--- src/lfsd_pkg.sv ---
package lfsd_pkg;

  // start bytes, end marker and minimum length of a frame
  localparam logic [7:0] START_RX = 8'hC0;
  localparam logic [7:0] START_TX = 8'h0C;
  localparam logic [7:0] END_MARK = 8'hAA;
  localparam logic [7:0] MIN_LEN  = 8'd3;

  // frame_status codes
  localparam logic [1:0] STATUS_INSIDE    = 2'd0;
  localparam logic [1:0] STATUS_START_ERR = 2'd1;
  localparam logic [1:0] STATUS_GOOD      = 2'd2;
  localparam logic [1:0] STATUS_BAD       = 2'd3;

  typedef struct packed {
    logic       port_id;
    logic [7:0] data_byte;
  } byte_beat_t;

  typedef struct packed {
    logic       out_port;
    logic [7:0] out_byte;
    logic [7:0] frame_position;
    logic       direction;
    logic [1:0] frame_status;
    logic       frame_end;
  } echo_beat_t;

  // per-port frame tracker, byte_count of zero means no frame open
  typedef struct packed {
    logic [7:0] byte_count;
    logic [7:0] frame_length;
    logic       frame_direction;
  } port_state_t;

endpackage

--- src/lfsd_frame_step.sv ---
module lfsd_frame_step
  import lfsd_pkg::*;
(
  input  byte_beat_t  beat,
  input  logic        port_ok,
  input  port_state_t cur,
  output port_state_t nxt,
  output echo_beat_t  echo
);

  logic [8:0] count_inc;

  assign count_inc = {1'b0, cur.byte_count} + 9'd1;

  always_comb begin
    nxt                 = cur;
    echo.out_port       = beat.port_id;
    echo.out_byte       = beat.data_byte;
    echo.frame_position = 8'd0;
    echo.direction      = 1'b0;
    echo.frame_status   = STATUS_START_ERR;
    echo.frame_end      = 1'b0;
    if (port_ok) begin
      if (cur.byte_count == 8'd0) begin
        // hunting for a start byte
        if (beat.data_byte == START_RX || beat.data_byte == START_TX) begin
          nxt.frame_direction = (beat.data_byte == START_TX);
          nxt.byte_count      = 8'd1;
          echo.direction      = (beat.data_byte == START_TX);
          echo.frame_status   = STATUS_INSIDE;
        end
      end else if (cur.byte_count == 8'd1) begin
        // length byte
        echo.frame_position = 8'd1;
        echo.direction      = cur.frame_direction;
        nxt.frame_length    = beat.data_byte;
        if (beat.data_byte < MIN_LEN) begin
          echo.frame_status = STATUS_BAD;
          echo.frame_end    = 1'b1;
          nxt.byte_count    = 8'd0;
        end else begin
          echo.frame_status = STATUS_INSIDE;
          nxt.byte_count    = 8'd2;
        end
      end else begin
        echo.frame_position = cur.byte_count;
        echo.direction      = cur.frame_direction;
        if (count_inc >= {1'b0, cur.frame_length}) begin
          echo.frame_status = (beat.data_byte == END_MARK) ? STATUS_GOOD : STATUS_BAD;
          echo.frame_end    = 1'b1;
          nxt.byte_count    = 8'd0;
        end else begin
          echo.frame_status = STATUS_INSIDE;
          nxt.byte_count    = count_inc[7:0];
        end
      end
    end
  end

endmodule

--- src/length_framed_serial_deframer.sv ---
// Byte-stream frame deframer for up to NUM_PORTS serial ports. Each byte
// beat carries a port number and a raw byte; every accepted beat yields
// exactly one echo beat with the byte, its place in the frame, the frame
// direction (0xC0 start = receive, 0x0C start = transmit), a status code
// and an end-of-frame flag. Frames are start byte, length byte (total
// length, start byte included), payload, and an 0xAA end marker on the
// last byte; lengths below 3 close the frame as bad on the length byte.
// Bytes outside a frame that are not start bytes, and bytes on a port
// number of NUM_PORTS or more, come back as start errors and leave all
// trackers alone. Throughput is one byte per clock on any mix of ports
// while the echo side is ready: the per-port tracker is read and written
// in the same cycle by the step logic between the input register and the
// echo register. Each byte passes the input register, then the echo
// register, before its echo beat goes valid. Both sides use valid/ready;
// the input register, when empty, takes a new byte while a finished echo still waits.
module length_framed_serial_deframer
  import lfsd_pkg::*;
#(
  parameter int NUM_PORTS = 2
) (
  input  logic       clk,
  input  logic       rst,
  // byte beats in
  input  logic       byte_valid,
  output logic       byte_ready,
  input  byte_beat_t byte_beat,
  // echo beats out
  output logic       echo_valid,
  input  logic       echo_ready,
  output echo_beat_t echo_beat
);

  localparam int IDX_W = (NUM_PORTS > 1) ? $clog2(NUM_PORTS) : 1;

  // input register stage
  logic        s1_valid;
  byte_beat_t  s1_beat;
  logic        s1_adv;

  // per-port frame trackers
  port_state_t trackers [NUM_PORTS];

  logic        port_ok;
  logic [IDX_W-1:0] port_idx;
  port_state_t cur_state;
  port_state_t nxt_state;
  echo_beat_t  step_echo;

  // stage 1 moves on when the echo register is empty or being drained
  assign s1_adv     = s1_valid && (!echo_valid || echo_ready);
  assign byte_ready = !s1_valid || !echo_valid || echo_ready;

  always_ff @(posedge clk) begin
    if (rst) begin
      s1_valid <= 1'b0;
    end else if (byte_ready) begin
      s1_valid <= byte_valid;
    end
  end

  always_ff @(posedge clk) begin
    if (byte_ready && byte_valid) begin
      s1_beat <= byte_beat;
    end
  end

  // port numbers beyond the tracker count are start errors
  assign port_ok  = ({31'd0, s1_beat.port_id} < 32'(NUM_PORTS));
  assign port_idx = port_ok ? IDX_W'(s1_beat.port_id) : '0;

  assign cur_state = trackers[port_idx];

  lfsd_frame_step u_step (
    .beat    (s1_beat),
    .port_ok (port_ok),
    .cur     (cur_state),
    .nxt     (nxt_state),
    .echo    (step_echo)
  );

  // tracker write-back, same cycle as the read so back-to-back bytes on
  // one port see the updated count
  always_ff @(posedge clk) begin
    if (rst) begin
      for (int p = 0; p < NUM_PORTS; p++) begin
        trackers[p] <= '0;
      end
    end else if (s1_adv && port_ok) begin
      trackers[port_idx] <= nxt_state;
    end
  end

  // echo register
  always_ff @(posedge clk) begin
    if (rst) begin
      echo_valid <= 1'b0;
    end else if (!echo_valid || echo_ready) begin
      echo_valid <= s1_valid;
    end
  end

  always_ff @(posedge clk) begin
    if (s1_adv) begin
      echo_beat <= step_echo;
    end
  end

  // a frame end is always good or bad, and good only on a frame end
  a_end_status: assert property (@(posedge clk) disable iff (rst)
    echo_valid |-> (echo_beat.frame_end ==
      (echo_beat.frame_status == STATUS_GOOD || echo_beat.frame_status == STATUS_BAD)))
    else $error("frame_end disagrees with frame_status");

  // dropped bytes carry no position and no direction
  a_start_err: assert property (@(posedge clk) disable iff (rst)
    (echo_valid && echo_beat.frame_status == STATUS_START_ERR) |->
      (echo_beat.frame_position == 8'd0 && !echo_beat.direction))
    else $error("start error beat with position or direction set");

  // past the length byte, port 0's count stays below its frame length
  a_count_bound: assert property (@(posedge clk) disable iff (rst)
    (trackers[0].byte_count > 8'd1) |-> (trackers[0].byte_count < trackers[0].frame_length))
    else $error("port 0 byte count reached frame length without closing");

  // a waiting echo is not overwritten by the step logic
  a_echo_hold: assert property (@(posedge clk) disable iff (rst)
    (echo_valid && !echo_ready) |-> !s1_adv)
    else $error("stage 1 advanced into a stalled echo register");

endmodule
--- config.mk ---
export PLATFORM = sky130hd
export DESIGN_NAME = length_framed_serial_deframer
export DESIGN_NICKNAME = d
export VERILOG_FILES = /design/src/lfsd_pkg.sv /design/src/lfsd_frame_step.sv /design/src/length_framed_serial_deframer.sv
export SDC_FILE = /design/constraint.sdc
export NUM_CORES = 1
export LEC_CHECK = 0
export BUFFER_PORTS_ARGS = -buffer_cell sky130_fd_sc_hd__buf_2
export CAP_MARGIN = 20
export CORE_MARGIN = 3
export CORE_UTILIZATION = 30
export DETAILED_ROUTE_END_ITERATION = 16
export PLACE_DENSITY_LB_ADDON = 0.3
export SLEW_MARGIN = 25
export SYNTH_ARGS = -nofsm -noshare
export SYNTH_HDL_FRONTEND = slang
export SYNTH_HIERARCHICAL = 1
export SYNTH_SLANG_ARGS = --single-unit
--- constraint.sdc ---
create_clock -name clk -period 3.7 [get_ports clk]
set_clock_uncertainty 0.05 [all_clocks]
set_input_delay 0.74 -clock clk [delete_from_list [all_inputs] [get_ports clk]]
set_output_delay 0.74 -clock clk [all_outputs]
set_load 0.005 [all_outputs]
==> impl_metrics.py <==
metrics = {
    "outcome": {
        "outcome": "complete, no violations",
    },
    "power_and_ir_drop": {
        "cellPowerDensity_nw_per_um2": 448,
        "p_clk_share_pct": 39.7,
        "p_int_uw": 1470,
        "p_sw_uw": 527,
        "share_seq_of_total_power_pct": 45.1,
        "vdd_drop_max_mv": 0.214,
        "p_leak_uw": 0.00163,
        "sw_frac_of_total_pct": 26.4,
        "pwr-share-comb_pct": 15.2,
    },
    "sta": {
        "drv_slew": 0,
        "setup_viol": 0,
        "min_period_ps": 3440,
        "rsz0062_at_grt": "no",
        "post-route-period-util_pct": 93.1,
        "tightest_slew_ps": 696,
        "setup_slack_ps": 256,
        "fmax_ghz": 0.290,
        "slew_headroom_pct": 53.5,
        "hold_viol": 0,
    },
    "layout": {
        "fin_area_um2": 4470,
        "nFillCells": 1186,
        "area_growth_pct": 16.1,
        "drive_above_1_share_pct": 41.5,
        "register_area_um2": 1980,
        "antenna_cells": 0,
        "nets": 342,
        "multi_input_comb_area_um2": 1640,
    },
    "hold_path": {
        "hold_class": "reg2reg",
    },
    "global_route": {
        "grt_max_degree": 35,
        "grt_pass1_wl_um": 12900,
        "first_global_vias": 2327,
        "antenna_found_initial": 0,
        "grtUsageTotal_pct": 11.7,
        "grt_overflow": 0,
    },
    "job": {
        "maxCapViolCount": 0,
    },
    "placement": {
        "place_area_um2": 4170,
        "gp_congestion": 0.826,
        "dp_worst_setup_slack_ps": -0.180,
        "port_buffers": 35,
        "hpwl_um": 5670,
    },
    "drt": {
        "firstDrtPassIters": 4,
        "drcViolationCount": 0,
        "dr_total_vias": 2317,
        "drt_iter0_markers": 84,
        "vias_per_cell": 4.72,
        "final_antenna_net_count": 0,
        "postRouteWirelength_um": 7970,
        "wl_per_cell_um": 16.2,
    },
    "clock_network": {
        "h-tree-depth": 3,
        "root_buffer": "clkbuf_16",
        "cts_tree": "done",
        "numClockSinks": 67,
        "cts.path.max_buffers": 2,
        "clk_latency_ps": 340,
        "cts_hold_buffers": 0,
        "cts_buffers": 9,
        "clk_pin_slew_worst_paths_ps": 60,
    },
    "yosys": {
        "synth_seq_cells": 67,
        "synth_cell_type_count": 52,
        "syn_area_per_cell_um2": 14.1,
        "synth_edf_count": 64,
        "synthSimpleGateAreaFrac_pct": 22.6,
        "syn-cell-area_um2": 3850,
        "muxShareOfSynthArea_pct": 7.32,
        "yosysWarnings": 6,
        "synth-compound-area-share_pct": 6.57,
        "synth_xor_area_share_pct": 0.911,
        "ys_seq_area_share_pct": 51.5,
        "synth_top_family_by_area": "simple AND/OR/NAND/NOR gates",
        "synth_area_leaders": "edfxtp_1, nor4b_2, mux2_2, ha_1, buf_4",
        "yosysTopAreaCellShare_pct": 50.0,
        "netlist_instances": 272,
        "async_reset_ff_share_pct": 0,
        "synthAdderAreaFrac_pct": 3.58,
        "synth-main-ff-cell": "edfxtp_1",
        "synth_top_area_cell": "edfxtp_1",
    },
    "floorplan": {
        "die_y_um": 119,
        "io_pins": 36,
        "dieArea_um2": 14200,
        "fp-row-count": 40,
        "start_util_pct": 31.4,
        "coreArea_um2": 12300,
        "die_width_um": 119,
    },
    "setup_path": {
        "end_kind": "flip-flop",
        "rr_worst_depth": 12,
        "cp.arrival_ps": 3560,
        "critPathCapture": "trackers[0][11]",
        "critPathKind": "reg2reg",
        "cp.required_ps": 3810,
        "startpoint_type": "flip-flop",
        "r2r_slack_ps": 260,
        "cp_max_fo": 7,
        "regToRegEndpoint": "trackers[0][11]",
    },
}
## state kept, by name, indices dropped and copies added, names as in the netlist, named ones only
| signal | cells |
|---|---|
| echo_beat | 21 |
| echo_valid | 1 |
| port_idx | 1 |
| s1_beat | 8 |
| s1_valid | 1 |
| trackers | 34 |
## cell families (layout without fill, tap and decap cells)
family          count (synthesis)  in the layout
simple gates                   93             93
other cells                     1              9
buf+inv                        39             82
mux                            25             25
flops                          67             67
xor+xnor                        4              4
fa+ha+maj                      11             11
compound gates                 32             32
## power groups by stage
stage | registers (uW) | logic (uW) | clock network, uW
after floorplan | 909 | 226 | 0
after global placement | 917 | 296 | 0
after detailed placement | 918 | 300 | 0
after CTS | 902 | 303 | 810
after global routing | 907 | 336 | 838
final | 902 | 303 | 793
## how the worst min path moves through the flow
stage	startpoint	to	slack [ps]	depth (start not counted)
final	s1_beat[4]	echo_beat[16]	470	0
after CTS	s1_beat[4]	echo_beat[16]	480	0
after global routing	s1_beat[4]	echo_beat[16]	500	0
after floorplan	s1_valid	echo_valid	450	2
after global placement	s1_beat[4]	echo_beat[16]	470	0
after detailed placement	s1_beat[4]	echo_beat[16]	460	0
## placed cells by master (no fill, tap or decap), drive strengths merged, types with 2 or more instances in the layout
cell type	count
nor2b	7
nand2b	2
o211ai	2
and2	9
o21ai	2
nand4	2
edfxtp	64
a21o	3
buf	51
a31o	3
nand2	9
clkbuf	9
and3	4
inv	17
conb	9
xnor2	2
a21oi	7
or2	3
nand3	8
nor4b	36
ha	11
nand3b	2
a32o	3
dfxtp	3
nor2	7
xor2	2
mux2	25
a31oi	5
clkinv	4
nor4	2
## per-stage QoR
step | power [uW] | hold slack [ps] | instances | TNS, ps | util (%)
finish | 2000 | 474 | 491 | 0 | 36.4
global route | 2080 | 503 | 491 | 0 | 36.4
CTS | 2020 | 479 | 491 | 0 | 36.3
detailed placement | 1220 | 458 | 475 | -0.180 | 34.0
global placement | 1210 | 475 | 475 | 0 | 34.0
floorplan | 1140 | 450 | 280 | 0 | -
## worst max-delay path, stage by stage (launching register included)
cell      delay (ps)
dfxtp_2          420
mux2_2           380
ha_1             220
and3_1           180
nor2b_1          140
or2_2            270
ha_1             280
and3_1           160
a221o_1          350
a31oi_4          210
nand2_1           90
o311ai_2         280
nor4b_2          250
## metal layers
layer | global-route usage, % | up-vias | share of wire, %
met1 | 15.8 | 1130 | 48
met4 | 5.36 | 0 | 2.0
met2 | 17.7 | 49 | 46
li1 | - | 1127 | -
met5 | 0 | - | 0
met3 | 2.90 | 11 | 4.4
## cell usage after synthesis, types with 3 or more instances
library cell,count
nand2_1,8
a32o_1,3
a21oi_1,7
nor2b_1,7
or2_2,3
a31oi_1,4
dfxtp_1,3
nor2_1,6
nor4b_1,5
ha_1,11
and3_1,4
edfxtp_1,64
and2_1,9
inv_1,14
mux2_2,17
a21o_1,3
buf_4,15
nor4b_2,29
buf_6,5
mux2_1,8
nand3_1,7
## area by class of cell
type,instances,area share (%)
inverter,15,1.26
multi-input combinational,174,36.8
clock inverter,7,1.18
tap,168,4.71
clock buffer,9,5.04
timing repair buffer,51,6.61
sequential,67,44.4
## timing repair
action,in CTS,in global routing
resized for setup,1,2
endpoints found under the setup margin,1,8
buffers inserted,0,0
gates cloned,0,0
Power figures use the tool's default switching activity.
